--- src/hw/rtl/routing_table_responder_macros.svh ---
// Assertion macros used by routing_table_responder.sv.
`ifndef ROUTING_TABLE_RESPONDER_MACROS_SVH
`define ROUTING_TABLE_RESPONDER_MACROS_SVH

// Checked at every clock edge outside reset.
`define RTR_ASSERT(lbl, prop) \
  lbl: assert property (@(posedge clk_i) disable iff (!rst_ni) prop) \
    else $error("routing table responder assertion failed");

// Checked at every clock edge, reset included.
`define RTR_ASSERT_ALWAYS(lbl, prop) \
  lbl: assert property (@(posedge clk_i) prop) \
    else $error("routing table responder assertion failed");

`endif

--- src/hw/rtl/rtr_pkg.sv ---
// ----------------------------------------------------------------------------
// rtr_pkg
// Types and constants of the routing table responder.
// ----------------------------------------------------------------------------
`default_nettype none

package rtr_pkg;

  localparam int unsigned NetW      = 32;
  localparam int unsigned HopInW    = 16;
  localparam int unsigned HopW      = 4;
  localparam int unsigned StatusW   = 3;
  localparam int unsigned CfgIdxW   = 2;
  localparam int unsigned ResultCap = 32;
  localparam int unsigned ResCntW   = 6;

  localparam logic [StatusW-1:0] ST_ENTRY    = 3'd0;
  localparam logic [StatusW-1:0] ST_ADDED    = 3'd1;
  localparam logic [StatusW-1:0] ST_DUP      = 3'd2;
  localparam logic [StatusW-1:0] ST_RESERVED = 3'd3;
  localparam logic [StatusW-1:0] ST_HOP      = 3'd4;
  localparam logic [StatusW-1:0] ST_FULL     = 3'd5;
  localparam logic [StatusW-1:0] ST_NOMATCH  = 3'd6;

  localparam logic [CfgIdxW-1:0] CFG_LOCAL    = 2'd0;
  localparam logic [CfgIdxW-1:0] CFG_WILDCARD = 2'd1;
  localparam logic [CfgIdxW-1:0] CFG_UNKNOWN  = 2'd2;

  localparam logic [HopInW-1:0] HopFieldMax = 16'd15;

  typedef struct packed {
    logic              cmd;
    logic [NetW-1:0]   network;
    logic [HopInW-1:0] hop;
  } in_word_t;

  typedef struct packed {
    logic [StatusW-1:0] status;
    logic [NetW-1:0]    resp_network;
    logic [HopW-1:0]    resp_hop;
    logic               last;
  } out_word_t;

  typedef struct packed {
    logic [NetW-1:0] net;
    logic [HopW-1:0] hop;
  } route_t;

endpackage

`default_nettype wire

--- src/hw/rtl/rtr_ram.sv ---
// ----------------------------------------------------------------------------
// rtr_ram
// Generic single-port-write, single-port-read RAM with registered read.
// ----------------------------------------------------------------------------
`default_nettype none

module rtr_ram #(
  parameter int unsigned Width = 36,
  parameter int unsigned Depth = 32
) (
  input  wire logic                                   clk_i,
  input  wire logic                                   we_i,
  input  wire logic [(Depth > 1 ? $clog2(Depth) : 1)-1:0] waddr_i,
  input  wire logic [Width-1:0]                       wdata_i,
  input  wire logic                                   re_i,
  input  wire logic [(Depth > 1 ? $clog2(Depth) : 1)-1:0] raddr_i,
  output logic      [Width-1:0]                       rdata_o
);

  logic [Width-1:0] mem_q [Depth];

  always_ff @(posedge clk_i) begin
    if (we_i) begin
      mem_q[waddr_i] <= wdata_i;
    end
    if (re_i) begin
      rdata_o <= mem_q[raddr_i];
    end
  end

endmodule

`default_nettype wire

--- src/hw/rtl/routing_table_responder.sv ---
// ----------------------------------------------------------------------------
// routing_table_responder
// Sorted table of network routes with add and query handling.
//
//   channel  direction  handshake              payload
//   in       input      in_valid_i/in_stall_o  rtr_pkg::in_word_t
//   out      output     out_valid_o/out_stall_i rtr_pkg::out_word_t
//   cfg      input      cfg_we_i               cfg_idx_i, cfg_data_i
//
// The table lives in one RAM; each entry visited is read (S_RD), then
// evaluated (S_EV). An add shifts later entries up by a read and a write
// each (S_SHRD, S_SHWR), then inserts (S_INS). Reset empties the table
// at once. A stalled output holds its word; a wildcard scan waits while it stalls.
// ----------------------------------------------------------------------------
`default_nettype none

`include "routing_table_responder_macros.svh"

module routing_table_responder #(
  parameter int unsigned TABLE_DEPTH = 32,
  parameter int unsigned MAX_HOPS    = 16
) (
  input  wire logic                        clk_i,
  input  wire logic                        rst_ni,
  input  wire logic                        in_valid_i,
  output logic                             in_stall_o,
  input  wire rtr_pkg::in_word_t           in_word_i,
  output logic                             out_valid_o,
  input  wire logic                        out_stall_i,
  output rtr_pkg::out_word_t               out_word_o,
  input  wire logic                        cfg_we_i,
  input  wire logic [rtr_pkg::CfgIdxW-1:0] cfg_idx_i,
  input  wire logic [rtr_pkg::NetW-1:0]    cfg_data_i
);

  import rtr_pkg::*;

  localparam int unsigned AW = (TABLE_DEPTH > 1) ? $clog2(TABLE_DEPTH) : 1;
  localparam int unsigned CW = $clog2(TABLE_DEPTH + 1);
  localparam int unsigned RW = NetW + HopW;

  typedef enum logic [2:0] {
    S_IDLE, S_RD, S_EV, S_DONE, S_SHRD, S_SHWR, S_INS, S_EMIT
  } state_e;

  state_e            state_q;
  logic [NetW-1:0]   local_q, wild_reg_q, unk_reg_q;
  logic              cmd_q, wild_q;
  logic [NetW-1:0]   net_q;
  logic [HopInW-1:0] hop_q;
  logic [CW-1:0]     idx_q, pos_q, cnt_q, idx_m1;
  logic [ResCntW-1:0] nres_q;
  logic              hold_valid_q;
  route_t            hold_q;
  out_word_t         fin_q, out_q;
  logic              out_valid_q;

  logic              ram_we, ram_re;
  logic [AW-1:0]     ram_waddr, ram_raddr;
  route_t            ram_wdata, rd;
  logic [RW-1:0]     rd_raw;
  logic              out_free, scan_go, accept, hop_match, hop_bad;
  logic              out_load;
  logic [StatusW-1:0] add_st;

  assign rd        = route_t'(rd_raw);
  assign accept    = in_valid_i && !in_stall_o;
  assign in_stall_o = (state_q != S_IDLE);
  assign out_free  = !out_valid_q || !out_stall_i;
  assign idx_m1    = idx_q - 1'b1;
  assign scan_go   = (idx_q < cnt_q) && !(wild_q && (nres_q == ResCntW'(ResultCap)));
  assign hop_match = ({{(HopInW-HopW){1'b0}}, rd.hop} < hop_q);
  assign hop_bad   = (hop_q >= HopInW'(MAX_HOPS)) || (hop_q > HopFieldMax);
  assign out_load  = out_free && (((state_q == S_EMIT)) ||
                     ((state_q == S_EV) && wild_q && hop_match && hold_valid_q));

  always_comb begin
    priority if (hold_valid_q) begin
      add_st = ST_DUP;
    end else if ((net_q == wild_reg_q) || (net_q == unk_reg_q)) begin
      add_st = ST_RESERVED;
    end else if (hop_bad) begin
      add_st = ST_HOP;
    end else if (cnt_q == CW'(TABLE_DEPTH)) begin
      add_st = ST_FULL;
    end else begin
      add_st = ST_ADDED;
    end
  end

  always_comb begin
    ram_re    = ((state_q == S_RD) && scan_go) || (state_q == S_SHRD);
    ram_raddr = (state_q == S_SHRD) ? idx_m1[AW-1:0] : idx_q[AW-1:0];
    ram_we    = (state_q == S_SHWR) || (state_q == S_INS);
    ram_waddr = (state_q == S_SHWR) ? idx_q[AW-1:0] : pos_q[AW-1:0];
    ram_wdata = (state_q == S_SHWR) ? rd : route_t'({net_q, hop_q[HopW-1:0]});
  end

  rtr_ram #(
    .Width (RW),
    .Depth (TABLE_DEPTH)
  ) u_ram (
    .clk_i   (clk_i),
    .we_i    (ram_we),
    .waddr_i (ram_waddr),
    .wdata_i (ram_wdata),
    .re_i    (ram_re),
    .raddr_i (ram_raddr),
    .rdata_o (rd_raw)
  );

  always_ff @(posedge clk_i or negedge rst_ni) begin
    if (!rst_ni) begin
      local_q    <= '0;
      wild_reg_q <= '1;
      unk_reg_q  <= '0;
    end else if (cfg_we_i) begin
      unique case (cfg_idx_i)
        CFG_LOCAL:    local_q    <= cfg_data_i;
        CFG_WILDCARD: wild_reg_q <= cfg_data_i;
        CFG_UNKNOWN:  unk_reg_q  <= cfg_data_i;
        default: ;
      endcase
    end
  end

  always_ff @(posedge clk_i or negedge rst_ni) begin
    if (!rst_ni) begin
      state_q      <= S_IDLE;
      cnt_q        <= '0;
      out_valid_q  <= 1'b0;
      hold_valid_q <= 1'b0;
      idx_q        <= '0;
      pos_q        <= '0;
      nres_q       <= '0;
      cmd_q        <= 1'b0;
      wild_q       <= 1'b0;
    end else begin
      if (out_load) begin
        out_valid_q <= 1'b1;
      end else if (!out_stall_i) begin
        out_valid_q <= 1'b0;
      end
      unique case (state_q)
        S_IDLE: begin
          if (accept) begin
            cmd_q        <= in_word_i.cmd;
            net_q        <= in_word_i.network;
            hop_q        <= in_word_i.hop;
            idx_q        <= '0;
            pos_q        <= cnt_q;
            nres_q       <= '0;
            hold_valid_q <= 1'b0;
            wild_q       <= in_word_i.cmd && (in_word_i.network == wild_reg_q);
            if (in_word_i.cmd && (in_word_i.network != wild_reg_q)
                && (in_word_i.network == unk_reg_q)) begin
              fin_q   <= '{status: ST_ENTRY, resp_network: local_q,
                           resp_hop: '0, last: 1'b1};
              state_q <= S_EMIT;
            end else begin
              state_q <= S_RD;
            end
          end
        end
        S_RD: begin
          state_q <= scan_go ? S_EV : S_DONE;
        end
        S_EV: begin
          if (wild_q) begin
            if (!(hop_match && hold_valid_q && !out_free)) begin
              if (hop_match) begin
                if (hold_valid_q) begin
                  out_q <= '{status: ST_ENTRY, resp_network: hold_q.net,
                             resp_hop: hold_q.hop, last: 1'b0};
                end
                hold_q       <= rd;
                hold_valid_q <= 1'b1;
                nres_q       <= nres_q + 1'b1;
              end
              idx_q   <= idx_q + 1'b1;
              state_q <= S_RD;
            end
          end else if (rd.net == net_q) begin
            hold_q       <= rd;
            hold_valid_q <= 1'b1;
            state_q      <= S_DONE;
          end else if (rd.net > net_q) begin
            pos_q   <= idx_q;
            state_q <= S_DONE;
          end else begin
            idx_q   <= idx_q + 1'b1;
            state_q <= S_RD;
          end
        end
        S_DONE: begin
          if (cmd_q) begin
            fin_q <= hold_valid_q
                   ? '{status: ST_ENTRY, resp_network: hold_q.net,
                       resp_hop: hold_q.hop, last: 1'b1}
                   : '{status: ST_NOMATCH, resp_network: '0,
                       resp_hop: '0, last: 1'b1};
            state_q <= S_EMIT;
          end else begin
            fin_q <= '{status: add_st, resp_network: '0, resp_hop: '0, last: 1'b1};
            priority if (add_st != ST_ADDED) begin
              state_q <= S_EMIT;
            end else if (cnt_q > pos_q) begin
              idx_q   <= cnt_q;
              state_q <= S_SHRD;
            end else begin
              state_q <= S_INS;
            end
          end
        end
        S_SHRD: begin
          state_q <= S_SHWR;
        end
        S_SHWR: begin
          idx_q   <= idx_m1;
          state_q <= (idx_m1 == pos_q) ? S_INS : S_SHRD;
        end
        S_INS: begin
          cnt_q   <= cnt_q + 1'b1;
          state_q <= S_EMIT;
        end
        S_EMIT: begin
          if (out_free) begin
            out_q   <= fin_q;
            state_q <= S_IDLE;
          end
        end
        default: state_q <= S_IDLE;
      endcase
    end
  end

  assign out_valid_o = out_valid_q;
  assign out_word_o  = out_q;

  `RTR_ASSERT(a_cnt_bound, cnt_q <= CW'(TABLE_DEPTH))
  `RTR_ASSERT(a_cnt_step, (cnt_q != $past(cnt_q)) |-> (cnt_q == $past(cnt_q) + 1'b1))
  `RTR_ASSERT(a_nonentry_last, (out_valid_o && (out_word_o.status != ST_ENTRY)) |-> out_word_o.last)
  `RTR_ASSERT(a_res_cap, nres_q <= ResCntW'(ResultCap))
  `RTR_ASSERT_ALWAYS(a_rst_idle, !rst_ni |=> (state_q == S_IDLE))

endmodule

`default_nettype wire

--- config.mk ---
export PLATFORM = sky130hd
export DESIGN_NAME = routing_table_responder
export DESIGN_NICKNAME = d
export VERILOG_FILES = /design/src/hw/rtl/rtr_pkg.sv /design/src/hw/rtl/rtr_ram.sv /design/src/hw/rtl/routing_table_responder.sv
export VERILOG_INCLUDE_DIRS = /design/src /design/src/hw/rtl
export SDC_FILE = /design/constraint.sdc
export NUM_CORES = 2
export LEC_CHECK = 0
export ABC_CLOCK_PERIOD_IN_PS = 9600
export BUFFER_PORTS_ARGS = -buffer_cell sky130_fd_sc_hd__clkbuf_2
export CAP_MARGIN = 30
export CORE_UTILIZATION = 65
export CTS_BUF_LIST = sky130_fd_sc_hd__clkbuf_16
export DETAILED_ROUTE_END_ITERATION = 8
export MAX_ROUTING_LAYER = met4
export PLACE_DENSITY = 0.86
export SLEW_MARGIN = 40
export SYNTH_ARGS = -nofsm -noshare
export SYNTH_HDL_FRONTEND = slang
export SYNTH_HIERARCHICAL = 1
export SYNTH_SLANG_ARGS = --single-unit
--- constraint.sdc ---
create_clock -name clk_i -period 9.6 [get_ports clk_i]
set_clock_uncertainty 0.15 [all_clocks]
set_input_delay 0.96 -clock clk_i [delete_from_list [all_inputs] [get_ports clk_i]]
set_output_delay 0.96 -clock clk_i [all_outputs]
set_load 0.05 [all_outputs]
==> Implementation_results.wiki <==
{| class="wikitable"
! Metric !! Value
|-
| Worst reg2reg path endpoint || u_ram/rdata_o[15]$_DFFE_PP_
|-
| Hold Fails Final Rpt || 0
|-
| Pin count of the biggest net entering global routing || 145
|-
| Number of iterations in the first detailed-routing pass || 6
|-
| Number of nets in the synthesized netlist || about 3,900
|-
| Level count of the clock H-tree || 4
|-
| Slowest cell on crit path || buf_4
|-
| DR DRC count || 0
|-
| Combinational group share of total power || 0.378
|-
| Clk sinks || 1,478
|-
| Net switching power || 0.008489 W
|-
| Final count of negative-setup-slack endpoints || 0
|-
| Fraction of post-synthesis cell area in the top cell type by area || 0.6729
|-
| Placer congestion estimate || around 0.95
|-
| Share of power burned in registers || 0.394
|-
| Share of synthesized registers carrying an async set or reset || 0.08593
|-
| Worst voltage drop across the vdd grid || 0.0004092 V
|-
| First-pass GRT wire length || roughly 220,000 um
|-
| Die outline width || 306.6 um
|-
| Number of top-level pins || 130
|-
| Via count || ~35,000
|-
| Overflow after GRT || 0
|-
| Total Negative Setup Slacks || 0 ns
|-
| Class of the tightest hold or removal check || input port to async pin
|-
| Status || finished clean
|-
| Net count of the finished layout || approximately 4,000
|-
| Die H || ~310 um
|-
| Category of the critical setup timing path || flop to flop
|-
| Number of max-slew violations in the final report || 0
|-
| Startpoint of the most critical register-to-register path || state_q[2]$_DFFE_PN0P_
|-
| Routed wirelength normalized by instance count || ~30 um
|-
| Max-capacitance violation count || 0
|-
| Total number of cells along the worst setup path || 10
|-
| Sequential element share of the synthesized area || 0.7263
|-
| Number of placement rows || about 110
|-
| Biggest area contributors in the synthesized netlist || edfxtp_1, mux2i_1, dfrtp_1
|-
| Final ANT Viol Nets || 0
|-
| CP Capture Type || flop
|-
| HPWL after detailed placement || around 81,000 um
|-
| Crit path arrival time || roughly 4.8 ns
|-
| Detailed Route Iter0 Violations || around 5,400
|-
| Post-route minimum period || roughly 4.4 ns
|-
| Synth warn || 6
|-
| Switching share of power || 0.3688
|-
| Period utilisation layout || 0.4634
|-
| Total die area || 0.09397 mm^2
|-
| Power density over cell area || approximately 340 mW/mm^2
|-
| Clock group share of total power || 0.228
|-
| FF+latch count, synth || about 1,500
|-
| Largest buffer count on any clock path || 3
|-
| Cell type group with the largest total delay on the critical path || simple AND/OR/NAND/NOR gates
|-
| R2R Setup Slk || around 5.2 ns
|-
| Setup repair after global routing missed its margin || false
|-
| Highest clock rate || between 200 and 250 MHz
|-
| Via count of the first global-routing pass || ~35,000
|-
| Number of antenna violations at the first check in global routing || 1
|-
| CTS Hold Bufs || 0
|-
| Primary FF master, synth || edfxtp_1
|-
| Normalized max-slew margin || 0.3874
|-
| Number of enable flip-flop cells after synthesis || ~1,400
|-
| Instance count of the mapped netlist || roughly 3,700
|-
| Avg Cell Area, Syn || between 15 and 20 um^2
|-
| Largest incremental delay on the critical path || ~0.76 ns
|-
| Total wire length || 157,100 um
|-
| Maximum fanout along the worst path || roughly 50
|-
| Post-detailed-route via-to-cell ratio || 6.753
|-
| CTS Buf Count || 140
|-
| TritonCTS clock tree || yes
|-
| Clk_lat worst skew || roughly 0.76 ns
|-
| Layout cells sized above 1 || 0.1555
|-
| Overall global routing resource usage || 0.3407
|-
| Hold Worst Slack || 0.07026 ns
|-
| Number of post-CTS setup repair buffers || 0
|-
| Register clock-pin slew on the reported worst setup and hold paths || roughly 0.06 ns
|-
| R2r worst-path depth || 10
|-
| Initial standard-cell utilization of the core || 0.6567
|-
| Leak Pwr || roughly 24 nW
|-
| Growth of design area from synthesis to finish || 11.52%
|-
| Buffer and inverter count on the worst path || 1
|-
| Post-synth top area cell || edfxtp_1
|-
| PortBufs || roughly 130
|-
| Most frequent cell after synthesis || edfxtp_1
|-
| Transition time of the tightest slew-check pin || about 0.9 ns
|-
| Number of distinct library cells after synthesis || 65
|-
| CP Cell Sequence || nand2b_1 > nor2_1 > nand2_1 > xnor2_1 > and2_4 > buf_4 > a22o_1 > nor3_1 > a31oi_1 > nand3_1
|-
| Root buffer cell || clkbuf_16
|-
| Required time worst endpoint || slightly below 10 ns
|-
| Post-synth top cells || edfxtp_1, mux2i_1, nand2_1
|-
| Number of gates resized after cts || 0
|-
| Design internal power || about 0.015 W
|-
| Core outline area || 0.09180 mm^2
|-
| Crit path launch type || flop
|-
| Post-Synthesis Cell Area || 0.06029 mm^2
|}
## layer usage
layer	vias to the layer above	track usage	routed length, um
met5	-	-	0
met4	0	0.1690	7787
met3	514	0.07216	18570
met2	2733	0.5297	75270
met1	17510	0.4296	55420
li1	14710	-	-
## layout by cell type, fill, tap and decap left out, types with 32 or more instances in the layout
cell type	netlist	final
ha_1	52	52
dfstp_2	32	32
a31oi_1	40	40
a21oi_1	143	142
xnor2_1	72	71
clkbuf_16	0	147
nor2_1	67	35
buf_4	21	54
a22o_1	104	104
edfxtp_1	1351	1351
a22oi_1	108	108
nor2_4	0	33
nand3_1	122	121
nor3_1	44	44
inv_1	54	80
mux2_2	96	96
nand2_1	296	294
xor2_1	81	81
clkbuf_2	0	128
mux2i_1	580	580
dfrtp_1	95	95
## how the worst max path moves through the flow
stage | from | slack (ns) | end
after floorplan | cnt_q[1]$_DFFE_PN0P_ | 5.39 | u_ram/rdata_o[0]$_DFFE_PP_
after global placement | state_q[0]$_DFFE_PN0P_ | 5.14 | u_ram/rdata_o[9]$_DFFE_PP_
after detailed placement | state_q[2]$_DFFE_PN0P_ | 5.22 | u_ram/rdata_o[15]$_DFFE_PP_
after CTS | state_q[0]$_DFFE_PN0P_ | 5.20 | u_ram/mem_q[1][24]$_DFFE_PP_
after global routing | state_q[2]$_DFFE_PN0P_ | 4.92 | u_ram/rdata_o[16]$_DFFE_PP_
final | state_q[2]$_DFFE_PN0P_ | 5.15 | u_ram/rdata_o[15]$_DFFE_PP_
## cell families (layout without fill, tap and decap cells)
group | after synthesis | after routing | share of synthesized area
AO/OA/AOI/OAI | 491 | 491 | 0.05462
XOR/XNOR | 153 | 153 | 0.02223
adder cells (fa/ha/maj) | 52 | 52 | 0.01079
buffers and inverters | 245 | 508 | 0.02156
flip-flops | 1478 | 1478 | 0.7263
multiplexers | 676 | 676 | 0.1142
other | 0 | 2 | 0
AND/OR/NAND/NOR | 649 | 649 | 0.05027
## area by class of cell
type                            count  area, um^2
Tap cell                         1243        1555
Fill cell                        5086       24570
Timing Repair Buffer              213        1605
Clock buffer                      146        3654
Multi-Input combinational cell   2021       15810
Clock inverter                     95       618.1
Sequential cell                  1478       43790
Antenna cell                        2       5.005
Inverter                           54       202.7
## per-stage QoR
stage	instance area, um^2	util	cells	setup slack (ns)	total power, W
floorplan	60290	-	3744	5.391	0.01505
global placement	62380	0.6795	4993	5.139	0.01704
detailed placement	62710	0.6831	4998	5.218	0.01738
CTS	66980	0.7296	5239	5.199	0.02267
global route	67230	0.7324	5251	4.924	0.02368
finish	67240	0.7324	5252	5.151	0.02302
## sequential cells by signal (all words and copies together), names as in the netlist, 3 cells and up
signal         flops
hop_q             16
cnt_q              6
fin_q             39
out_word_o        40
net_q             32
unk_reg_q         32
u_ram/rdata_o     36
wild_reg_q        32
local_q           32
state_q            3
u_ram/mem_q     1152
pos_q              6
nres_q             6
hold_q            36
idx_q              6
## power by group through the flow
stage	clock, W	sequential, W	combinational [W]
after global placement	0	0.00915	0.00789
after CTS	0.00524	0.00905	0.00838
after global routing	0.00549	0.00910	0.00909
final	0.00524	0.00907	0.00871
after detailed placement	0	0.00917	0.00821
after floorplan	0	0.00906	0.00598
No activity file was read; power rests on OpenSTA's default activity.
